==> src/rtl/mi4_pkg.sv <==
`timescale 1ns / 1ps

package mi4_pkg;

    localparam int ELEM_WIDTH = 32;
    localparam int FRAC_BITS  = 16;

    typedef enum logic [3:0] {
        ST_LOAD,
        ST_FIRST,
        ST_MSET,
        ST_MUL,
        ST_ACC,
        ST_DSET,
        ST_DMUL,
        ST_DACC,
        ST_CHECK,
        ST_DPREP,
        ST_DIV,
        ST_RES,
        ST_SING
    } ctrl_state_t;

    typedef enum logic [3:0] {
        OP_NONE,
        OP_LOAD,
        OP_X_FIRST,
        OP_MSET,
        OP_MSTEP,
        OP_MLAST,
        OP_ACC,
        OP_DSET,
        OP_DACC,
        OP_CHECK,
        OP_DPREP,
        OP_DSTEP,
        OP_RES,
        OP_SING
    } dp_op_t;

    typedef struct packed {
        dp_op_t     op;
        logic [3:0] k;
        logic [2:0] p;
        logic [1:0] j;
    } dp_cmd_t;

    typedef struct packed {
        logic det_zero;
        logic out_free;
    } dp_status_t;

    // Column order of factor j in the six terms of a 3x3 expansion;
    // terms 0..2 are even permutations, 3..5 odd.
    function automatic logic [1:0] perm3(input logic [2:0] p, input logic [1:0] j);
        logic [5:0] row;
        case (p)
            3'd0: row = {2'd2, 2'd1, 2'd0};
            3'd1: row = {2'd0, 2'd2, 2'd1};
            3'd2: row = {2'd1, 2'd0, 2'd2};
            3'd3: row = {2'd1, 2'd2, 2'd0};
            3'd4: row = {2'd2, 2'd0, 2'd1};
            3'd5: row = {2'd0, 2'd1, 2'd2};
            default: row = 6'd0;
        endcase
        case (j)
            2'd0: return row[1:0];
            2'd1: return row[3:2];
            default: return row[5:4];
        endcase
    endfunction

    // Flat address of factor j of term p of the cofactor for adjugate entry k.
    function automatic logic [3:0] elem_addr(input logic [3:0] k, input logic [2:0] p,
                                             input logic [1:0] j);
        logic [1:0] r;
        logic [1:0] c;
        logic [1:0] m;
        logic [1:0] row;
        logic [1:0] col;
        r   = k[3:2];
        c   = k[1:0];
        m   = perm3(p, j);
        row = (j < c) ? j : j + 2'd1;
        col = (m < r) ? m : m + 2'd1;
        return {row, col};
    endfunction

endpackage

==> src/rtl/mi4_ctrl.sv <==
`timescale 1ns / 1ps

module mi4_ctrl #(
    parameter int ELEM_WIDTH = mi4_pkg::ELEM_WIDTH
) (
    input  logic                aclk,
    input  logic                aresetn,
    input  logic                s_valid,
    output logic                s_ready,
    input  mi4_pkg::dp_status_t status,
    output mi4_pkg::dp_cmd_t    cmd
);

    localparam int SW = $clog2(ELEM_WIDTH + 1);
    localparam logic [SW-1:0] MUL_LAST_STEP = SW'(ELEM_WIDTH - 1);
    localparam logic [SW-1:0] DIV_LAST_STEP = SW'(ELEM_WIDTH);

    mi4_pkg::ctrl_state_t state_reg, state_next;
    logic [3:0]    cnt_reg, cnt_next;
    logic [2:0]    p_reg, p_next;
    logic [1:0]    j_reg, j_next;
    logic [SW-1:0] step_reg, step_next;

    // next state and counters
    always_comb begin
        state_next = state_reg;
        cnt_next   = cnt_reg;
        p_next     = p_reg;
        j_next     = j_reg;
        step_next  = step_reg;
        case (state_reg)
            mi4_pkg::ST_LOAD: begin
                if (s_valid) begin
                    cnt_next = cnt_reg + 4'd1;
                    if (cnt_reg == 4'd15) begin
                        p_next     = 3'd0;
                        state_next = mi4_pkg::ST_FIRST;
                    end
                end
            end
            mi4_pkg::ST_FIRST: begin
                j_next     = 2'd1;
                state_next = mi4_pkg::ST_MSET;
            end
            mi4_pkg::ST_MSET: begin
                step_next  = '0;
                state_next = mi4_pkg::ST_MUL;
            end
            mi4_pkg::ST_MUL: begin
                if (step_reg == MUL_LAST_STEP) begin
                    if (j_reg == 2'd1) begin
                        j_next     = 2'd2;
                        state_next = mi4_pkg::ST_MSET;
                    end else begin
                        state_next = mi4_pkg::ST_ACC;
                    end
                end else begin
                    step_next = step_reg + 1'b1;
                end
            end
            mi4_pkg::ST_ACC: begin
                if (p_reg == 3'd5) begin
                    p_next   = 3'd0;
                    cnt_next = cnt_reg + 4'd1;
                    state_next = (cnt_reg == 4'd15) ? mi4_pkg::ST_DSET : mi4_pkg::ST_FIRST;
                end else begin
                    p_next     = p_reg + 3'd1;
                    state_next = mi4_pkg::ST_FIRST;
                end
            end
            mi4_pkg::ST_DSET: begin
                step_next  = '0;
                state_next = mi4_pkg::ST_DMUL;
            end
            mi4_pkg::ST_DMUL: begin
                if (step_reg == MUL_LAST_STEP) begin
                    state_next = mi4_pkg::ST_DACC;
                end else begin
                    step_next = step_reg + 1'b1;
                end
            end
            mi4_pkg::ST_DACC: begin
                if (cnt_reg == 4'd3) begin
                    cnt_next   = 4'd0;
                    state_next = mi4_pkg::ST_CHECK;
                end else begin
                    cnt_next   = cnt_reg + 4'd1;
                    state_next = mi4_pkg::ST_DSET;
                end
            end
            mi4_pkg::ST_CHECK: begin
                state_next = status.det_zero ? mi4_pkg::ST_SING : mi4_pkg::ST_DPREP;
            end
            mi4_pkg::ST_DPREP: begin
                step_next  = '0;
                state_next = mi4_pkg::ST_DIV;
            end
            mi4_pkg::ST_DIV: begin
                if (step_reg == DIV_LAST_STEP) begin
                    state_next = mi4_pkg::ST_RES;
                end else begin
                    step_next = step_reg + 1'b1;
                end
            end
            mi4_pkg::ST_RES: begin
                if (status.out_free) begin
                    cnt_next   = cnt_reg + 4'd1;
                    state_next = (cnt_reg == 4'd15) ? mi4_pkg::ST_LOAD : mi4_pkg::ST_DPREP;
                end
            end
            mi4_pkg::ST_SING: begin
                if (status.out_free) begin
                    cnt_next = cnt_reg + 4'd1;
                    if (cnt_reg == 4'd15) begin
                        state_next = mi4_pkg::ST_LOAD;
                    end
                end
            end
            default: state_next = mi4_pkg::ST_LOAD;
        endcase
    end

    // command outputs
    always_comb begin
        cmd.op = mi4_pkg::OP_NONE;
        cmd.k  = cnt_reg;
        cmd.p  = p_reg;
        cmd.j  = j_reg;
        s_ready = 1'b0;
        case (state_reg)
            mi4_pkg::ST_LOAD: begin
                s_ready = 1'b1;
                if (s_valid) begin
                    cmd.op = mi4_pkg::OP_LOAD;
                end
            end
            mi4_pkg::ST_FIRST: begin
                cmd.op = mi4_pkg::OP_X_FIRST;
                cmd.j  = 2'd0;
            end
            mi4_pkg::ST_MSET:  cmd.op = mi4_pkg::OP_MSET;
            mi4_pkg::ST_MUL, mi4_pkg::ST_DMUL: begin
                cmd.op = (step_reg == MUL_LAST_STEP) ? mi4_pkg::OP_MLAST : mi4_pkg::OP_MSTEP;
            end
            mi4_pkg::ST_ACC:   cmd.op = mi4_pkg::OP_ACC;
            mi4_pkg::ST_DSET:  cmd.op = mi4_pkg::OP_DSET;
            mi4_pkg::ST_DACC:  cmd.op = mi4_pkg::OP_DACC;
            mi4_pkg::ST_CHECK: cmd.op = mi4_pkg::OP_CHECK;
            mi4_pkg::ST_DPREP: cmd.op = mi4_pkg::OP_DPREP;
            mi4_pkg::ST_DIV:   cmd.op = mi4_pkg::OP_DSTEP;
            mi4_pkg::ST_RES: begin
                if (status.out_free) begin
                    cmd.op = mi4_pkg::OP_RES;
                end
            end
            mi4_pkg::ST_SING: begin
                if (status.out_free) begin
                    cmd.op = mi4_pkg::OP_SING;
                end
            end
            default: cmd.op = mi4_pkg::OP_NONE;
        endcase
    end

    always_ff @(posedge aclk) begin
        if (!aresetn) begin
            state_reg <= mi4_pkg::ST_LOAD;
            cnt_reg   <= 4'd0;
            p_reg     <= 3'd0;
            j_reg     <= 2'd0;
            step_reg  <= '0;
        end else begin
            state_reg <= state_next;
            cnt_reg   <= cnt_next;
            p_reg     <= p_next;
            j_reg     <= j_next;
            step_reg  <= step_next;
        end
    end

    a_res_only_when_free: assert property (@(posedge aclk) disable iff (!aresetn)
        (cmd.op == mi4_pkg::OP_RES || cmd.op == mi4_pkg::OP_SING) |-> status.out_free)
        else $error("result written while output slot busy");

    a_full_load_starts_compute: assert property (@(posedge aclk) disable iff (!aresetn)
        (state_reg == mi4_pkg::ST_LOAD && s_valid && cnt_reg == 4'd15)
        |=> state_reg == mi4_pkg::ST_FIRST)
        else $error("sixteenth item did not start the computation");

endmodule

==> config.mk <==
export PLATFORM = sky130hd
export DESIGN_NAME = mi4_ctrl
export DESIGN_NICKNAME = d
export VERILOG_FILES = /design/src/rtl/mi4_pkg.sv /design/src/rtl/mi4_ctrl.sv
export SDC_FILE = /design/constraint.sdc
export NUM_CORES = 1
export LEC_CHECK = 0
export ABC_AREA = 1
export BUFFER_PORTS_ARGS = -buffer_cell sky130_fd_sc_hd__buf_2
export CORE_MARGIN = 10
export CORE_UTILIZATION = 47
export DETAILED_ROUTE_END_ITERATION = 7
export PLACE_DENSITY = 0.69
export SLEW_MARGIN = 20
export SYNTH_ARGS = -nofsm -noshare
export SYNTH_HDL_FRONTEND = slang
export SYNTH_SLANG_ARGS = --single-unit
==> constraint.sdc <==
create_clock -name aclk -period 1.67 [get_ports aclk]
set_input_delay 0.2505 -clock aclk [delete_from_list [all_inputs] [get_ports aclk]]
set_output_delay 0.2505 -clock aclk [all_outputs]
set_load 0.02 [all_outputs]
==> results of run 1 <==
synth_stat cells, types with 2 or more instances:
| library cell | number |
|---|---|
| clkinv_1 | 2 |
| ha_1 | 3 |
| inv_2 | 4 |
| o21ai_0 | 4 |
| nor2_1 | 39 |
| nand2_2 | 8 |
| inv_1 | 21 |
| nand2_1 | 57 |
| xnor2_1 | 2 |
| a31oi_1 | 2 |
| o211ai_1 | 2 |
| nand3_4 | 2 |
| nand3_1 | 25 |
| xor2_1 | 4 |
| dfxtp_1 | 19 |
| nand4_1 | 5 |
| nor3_1 | 2 |
| nor2_2 | 7 |
| nand3b_1 | 2 |
| a21oi_1 | 16 |
| a21oi_2 | 2 |
| nor2_4 | 2 |
metal layers:
metal,part of all wire (%),vias up,wire (microns)
met1,46,787,2120
met3,6.9,10,317
met4,1.9,0,88
li1,-,867,-
met5,0,-,0
met2,45,76,2060
cell usage in the layout, fill, tap and decap left out, types with 2 or more instances in the layout:
cell,count
clkinv_1,2
a21oi_1,16
nand2_2,16
inv_2,3
dfxtp_4,4
o21ai_0,4
dfxtp_2,2
clkbuf_4,3
inv_6,2
inv_4,3
a21oi_2,2
xor2_1,4
o211ai_1,2
nand2_1,48
nor2_2,5
nand3_4,2
nor2_4,9
nand3_2,3
xnor2_1,2
dfxtp_1,13
buf_2,15
a31oi_1,2
nand3b_1,2
nand4_1,5
inv_1,17
nor3_1,2
nand3_1,22
buf_4,27
nand2_4,2
ha_1,2
nor2_1,34
critical path: cells and delay by family, from the launching register on:
kind                   cells  cell delay, ns
buffers and inverters      2            0.26
AO/OA/AOI/OAI              2            0.34
flip-flops                 1            0.40
AND/OR/NAND/NOR            2            0.17
final cells by class:
type / count / area (sq um) / share of cell area, %
repair buffers: 44 / 309 / 15.4
clock buffers: 4 / 26.3 / 1.31
inverters: 27 / 119 / 5.92
flip-flops and latches: 19 / 398 / 19.8
multi-input cells: 189 / 1100 / 54.8
well taps: 44 / 55.1 / 2.74
power by group through the flow:
stage          clock (mW)  combinational, mW  sequential (mW)
4_1_cts             0.241              0.395            0.503
3_5_place_dp            0              0.372            0.510
2_1_floorplan           0              0.248            0.524
3_3_place_gp            0              0.373            0.510
6_report            0.230              0.451            0.508
5_1_grt             0.253              0.491            0.512
how the worst max path moves through the flow:
stage                             from      endpoint  slack [ns]  depth (start not counted)
after detailed placement  state_reg[0]        cmd[9]        0.10                          7
after global routing       step_reg[0]        cmd[9]       -0.14                          7
after floorplan             cnt_reg[0]  state_reg[0]        0.13                          8
after global placement    state_reg[3]        cmd[9]        0.10                          6
after CTS                 state_reg[1]        cmd[9]       -0.02                          7
final                     state_reg[0]        cmd[9]       -0.04                          6
logic make-up after synthesis:
logic type,count (synthesis),share of synthesized area [%]
fa+ha+maj,3,2.55
buf+inv,28,7.15
compound gates,29,11.6
flops,19,25.9
simple gates,151,49.3
xor+xnor,6,3.57
what timing repair did:
action,CTS,global route
hold endpoints to repair,0,0
endpoints found under the setup margin,6,8
pin swaps,6,10
setup buffers,6,9
hold buffers,0,0
gates resized for setup,31,23
==> impl_metrics.env, run 1 <==
export IMPL_largest_reg_flops=6
export IMPL_holdPathStages=3
export IMPL_finalHoldViolations=0
export IMPL_slowest_stage="dfxtp_4"
export IMPL_gp_congestion=0.991
export IMPL_synth_cell_types=28
export IMPL_rsz0062_at_grt="true"
export IMPL_grt_pass1_vias=1512
export IMPL_period_needed_ns=1.71
export IMPL_crit_chain="inv_6, nand2_2, o21ai_4, nand3_4, o211ai_1, buf_4"
export IMPL_core_area_sq_mm=0.00303
export IMPL_syn_area_sq_mm=0.00147
export IMPL_wl_microns=4590
export IMPL_path_clk_slew_ns=0.11
export IMPL_cap_violations=0
export IMPL_netlist_top_cells_area="dfxtp_1 (26%), nand2_1 (15%), nor2_1 (10%)"
export IMPL_yosysTopAreaCellShare_pct=25.9
export IMPL_io_buffers=18
export IMPL_grtUsageTotal_pct=13.5
export IMPL_place_worst_setup_slack_ns=0.101
export IMPL_detail_route_antenna_nets=0
export IMPL_io_pins=19
export IMPL_clk_path_buf_depth=2
export IMPL_reg2reg_to="cnt_reg[2]"
export IMPL_comb_power_share_pct=37.9
export IMPL_grt_pass1_wl_microns=6840
export IMPL_dieArea_sq_mm=0.00577
export IMPL_p_per_area_mw_per_mm2=592
export IMPL_drive_above_1_share_pct=36.7
export IMPL_r2r_slack_ns=0.11
export IMPL_cp_start_kind="flip-flop"
export IMPL_syn_num_nets=244
export IMPL_dp_cells=308
export IMPL_async_flop_share_pct=0
export IMPL_grt_overflow=0
export IMPL_syn_instance_count=236
export IMPL_synth_ff_type="dfxtp_1"
export IMPL_setup_slack_ns=-0.0356
export IMPL_whs_endpoint="step_reg[1]"
export IMPL_drc=0
export IMPL_clock_sinks=19
export IMPL_power_mw=1.19
export IMPL_first_pass_iters=5
export IMPL_status="finished with violations"
export IMPL_finClkSkew_ns=0.00319
export IMPL_synth_seq_area_share_pct=25.9
export IMPL_cts_root_buf="clkbuf_4"
export IMPL_synth_avg_cell_area_sq_um=6.23
export IMPL_power_share_switching_pct=37.7
export IMPL_fin_area_sq_mm=0.00201
export IMPL_end_kind="output pin"
export IMPL_clockPowerShare_pct=19.4
export IMPL_clock_latency_ns=0.29
export IMPL_arrival_ns=1.46
export IMPL_power_switching_mw=0.448
export IMPL_whs_ns=0.190
export IMPL_post_route_util_pct=66.3
export IMPL_use_met1_pct=18.9
export IMPL_p_int_mw=0.741
export IMPL_ys_warn_count=0
export IMPL_grtUsageMet3_pct=2.36
export IMPL_n_fill_cell=267
export IMPL_nNetsFinal=292
export IMPL_setup_viol=1
export IMPL_violations="setup timing"
export IMPL_syn_to_final_growth_pct=36.6
export IMPL_relSlewSlack_pct=76.3
export IMPL_crit_required_ns=1.42
export IMPL_fin_tns_setup_ns=-0.0356
export IMPL_critPathKind="reg2out"
export IMPL_grt_busiest_layer="met2"
export IMPL_h_tree_depth=1
export IMPL_r2r_cells=8
export IMPL_timing_rr_start="state_reg[3]"
export IMPL_cpPeakStageDelay_ns=0.40
export IMPL_antenna_found_initial=0
export IMPL_antenna_cells=0
export IMPL_pwr_share_seq_pct=42.7
export IMPL_grt_use_met2_pct=19.2
export IMPL_synth_edf_count=0
export IMPL_synth_ff_latch_count=19
export IMPL_vias=1740
export IMPL_hp_start="aresetn"
export IMPL_initial_core_util_pct=48.6
export IMPL_crit_fanout=5
export IMPL_grt_max_degree=11
export IMPL_synth_top_area_cell="dfxtp_1"
export IMPL_period_share_pct=102
export IMPL_fp_row_count=20
export IMPL_place_area_sq_mm=0.00169
export IMPL_slew_violations=0
export IMPL_worst_pin_slew_ns=0.353
export IMPL_viasPerCell=5.32
export IMPL_routedWlPerCell_microns=14.0
export IMPL_cts_tree="built"
export IMPL_die_height_microns=75.9
export IMPL_cellLeakagePower_nw=0.909
export IMPL_numCtsBuffers=3
export IMPL_ir_drop_mv=0.535
export IMPL_fp_dieW_microns=75.9
export IMPL_hold_class="in2reg"
export IMPL_dp_hpwl_microns=3140
export IMPL_finalNonFillerCells=327
export IMPL_fmax_ghz=0.586
export IMPL_drtIter0Drc=194
No activity file was read; power rests on OpenSTA's default activity.
==> run 2: changes to the inputs <==
--- a/config.mk
+++ b/config.mk
@@ -11,6 +11,7 @@
 export CORE_UTILIZATION = 47
 export DETAILED_ROUTE_END_ITERATION = 7
 export PLACE_DENSITY = 0.69
+export RECOVER_POWER = 25
 export SLEW_MARGIN = 20
 export SYNTH_ARGS = -nofsm -noshare
 export SYNTH_HDL_FRONTEND = slang
==> impl_metrics.env, run 2 (synthesis gave the netlist of run 1 again) <==
export IMPL_status="finished with violations"
export IMPL_violations="setup timing"
export IMPL_crit_family="flip-flops"
export IMPL_drc=0
export IMPL_core_area_sq_mm=0.00303
export IMPL_cap_violations=0
export IMPL_wl_microns=4510
export IMPL_clock_latency_ns=0.29
export IMPL_hold_buffers=0
export IMPL_arrival_ns=1.45
export IMPL_period_share_pct=102
export IMPL_cts_root_buf="clkbuf_4"
export IMPL_dp_hpwl_microns=3140
export IMPL_drt_met1_wl_microns=2110
export IMPL_end_kind="output pin"
export IMPL_p_per_area_mw_per_mm2=593
export IMPL_worst_pin_slew_ns=0.374
export IMPL_crit_cells=7
export IMPL_io_pins=19
export IMPL_routed_top_layer="met4"
export IMPL_h_tree_depth=1
export IMPL_fin_tns_setup_ns=-0.0265
export IMPL_ir_drop_mv=0.535
export IMPL_relSlewSlack_pct=74.9
export IMPL_vias=1717
export IMPL_antenna_cells=0
export IMPL_crit_fanout=5
export IMPL_fp_row_count=20
export IMPL_clk_path_buf_depth=2
export IMPL_period_needed_ns=1.70
export IMPL_r2r_cells=8
export IMPL_most_common_layout_cells="nand2_1 (48), nor2_1 (34), buf_4 (27)"
export IMPL_rsz0062_at_grt="true"
export IMPL_numCtsBuffers=3
export IMPL_grtUsageTotal_pct=13.5
export IMPL_critPathKind="reg2out"
export IMPL_initial_core_util_pct=48.6
export IMPL_largest_reg_flops=6
export IMPL_detail_route_antenna_nets=0
export IMPL_fmax_ghz=0.589
export IMPL_dieArea_sq_mm=0.00577
export IMPL_gp_congestion=0.991
export IMPL_setup_slack_ns=-0.0265
export IMPL_wl_met3_microns=287
export IMPL_syn_to_final_growth_pct=36.0
export IMPL_grt_pass1_wl_microns=6840
export IMPL_critPathBufInv=2
export IMPL_clock_sinks=19
export IMPL_antenna_found_initial=0
export IMPL_layout_commonest_cell="nand2_1"
export IMPL_drtIter0Drc=204
export IMPL_nNetsFinal=292
export IMPL_die_height_microns=75.9
export IMPL_cpPeakStageDelay_ns=0.44
export IMPL_finClkSkew_ns=0.00295
export IMPL_n_fill_cell=272
export IMPL_power_mw=1.19
export IMPL_cts_tree="built"
export IMPL_cp_start_kind="flip-flop"
export IMPL_viasPerCell=5.25
export IMPL_grt_overflow=0
export IMPL_io_buffers=18
export IMPL_fp_dieW_microns=75.9
export IMPL_setup_viol=1
export IMPL_hold_class="in2reg"
export IMPL_path_common_cell="nand2_2"
export IMPL_cellLeakagePower_nw=0.879
export IMPL_crit_required_ns=1.42
export IMPL_grt_max_degree=11
export IMPL_crit_chain="nand2_2, inv_4, nand2_2, o21ai_4, nand3_4, o211ai_1, buf_4"
export IMPL_drive_above_1_share_pct=34.3
export IMPL_holdPathStages=3
export IMPL_grt_pass1_vias=1512
export IMPL_wl_met2_microns=2040
export IMPL_slew_violations=0
export IMPL_finalHoldViolations=0
export IMPL_slowest_stage="dfxtp_4"
export IMPL_first_pass_iters=4
export IMPL_path_clk_slew_ns=0.11
export IMPL_routedWlPerCell_microns=13.8
==> run 2: cell count changes in the layout (fill, tap and decap cells not counted), sizes merged <==
cell    change
buf         -7
clkbuf      +7
==> run 2: path summary, 6_finish.rpt <==
| kind | start | end | slack (ns) |
|---|---|---|---|
| hold / removal | aresetn | step_reg[1] | 0.19 |
| setup / recovery | state_reg[0] | cmd[9] | -0.03 |
| hold reg to reg | cnt_reg[1] | cnt_reg[1] | 0.50 |
| setup reg to reg | state_reg[3] | cnt_reg[2] | 0.09 |
==> run 2: per-stage QoR <==
stage | area, sq um | std cells | setup WS, ns | hold WS (ns) | util, %
final | 2000 | 327 | -0.0265 | 0.192 | 66.0
after CTS | 1850 | 318 | -0.0224 | 0.183 | 61.2
after detailed placement | 1690 | 308 | 0.101 | 0.486 | 56.0
after floorplan | 1470 | 236 | 0.125 | 0.377 | -
after global routing | 2000 | 327 | -0.144 | 0.190 | 66.0
after global placement | 1690 | 308 | 0.101 | 0.484 | 56.0
==> run 2: worst reg2reg max path: stages (launching register included) <==
cell and delay (ns):
dfxtp_4 0.40, inv_6 0.09, nand2_2 0.09, buf_4 0.16, nor3_1 0.35, nor2_2 0.14, nand2_2 0.12, nand2_1 0.07
a21oi_2 0.11
==> run 2: final cells by class <==
type / count / area [sq um] / area share, %
inverter: 27 / 119 / 5.94
tap: 44 / 55.1 / 2.75
clock buffer: 4 / 26.3 / 1.31
multi-input combinational: 189 / 1100 / 55.1
timing repair buffer: 44 / 300 / 15.0
sequential: 19 / 398 / 19.9
==> run 2: per-layer routing <==
| layer | up-vias | track usage (%) |
|---|---|---|
| li1 | 870 | - |
| met1 | 769 | 18.9 |
| met2 | 68 | 19.2 |
| met3 | 10 | 2.36 |
| met4 | 0 | 6.44 |
| met5 | - | 0 |
==> run 2: where the power goes <==
part | internal [mW] | leakage [nW] | total [mW] | switching (mW)
logic | 0.170 | 0.706 | 0.448 | 0.278
registers | 0.476 | 0.158 | 0.509 | 0.0324
clock network | 0.0928 | 0.0150 | 0.230 | 0.137
total | 0.739 | 0.879 | 1.19 | 0.448
==> run 2: what timing repair did <==
action	CTS	global route
buffers inserted	6	9
gates resized for setup	31	23
pin swaps	6	10
endpoints found under the setup margin	6	8
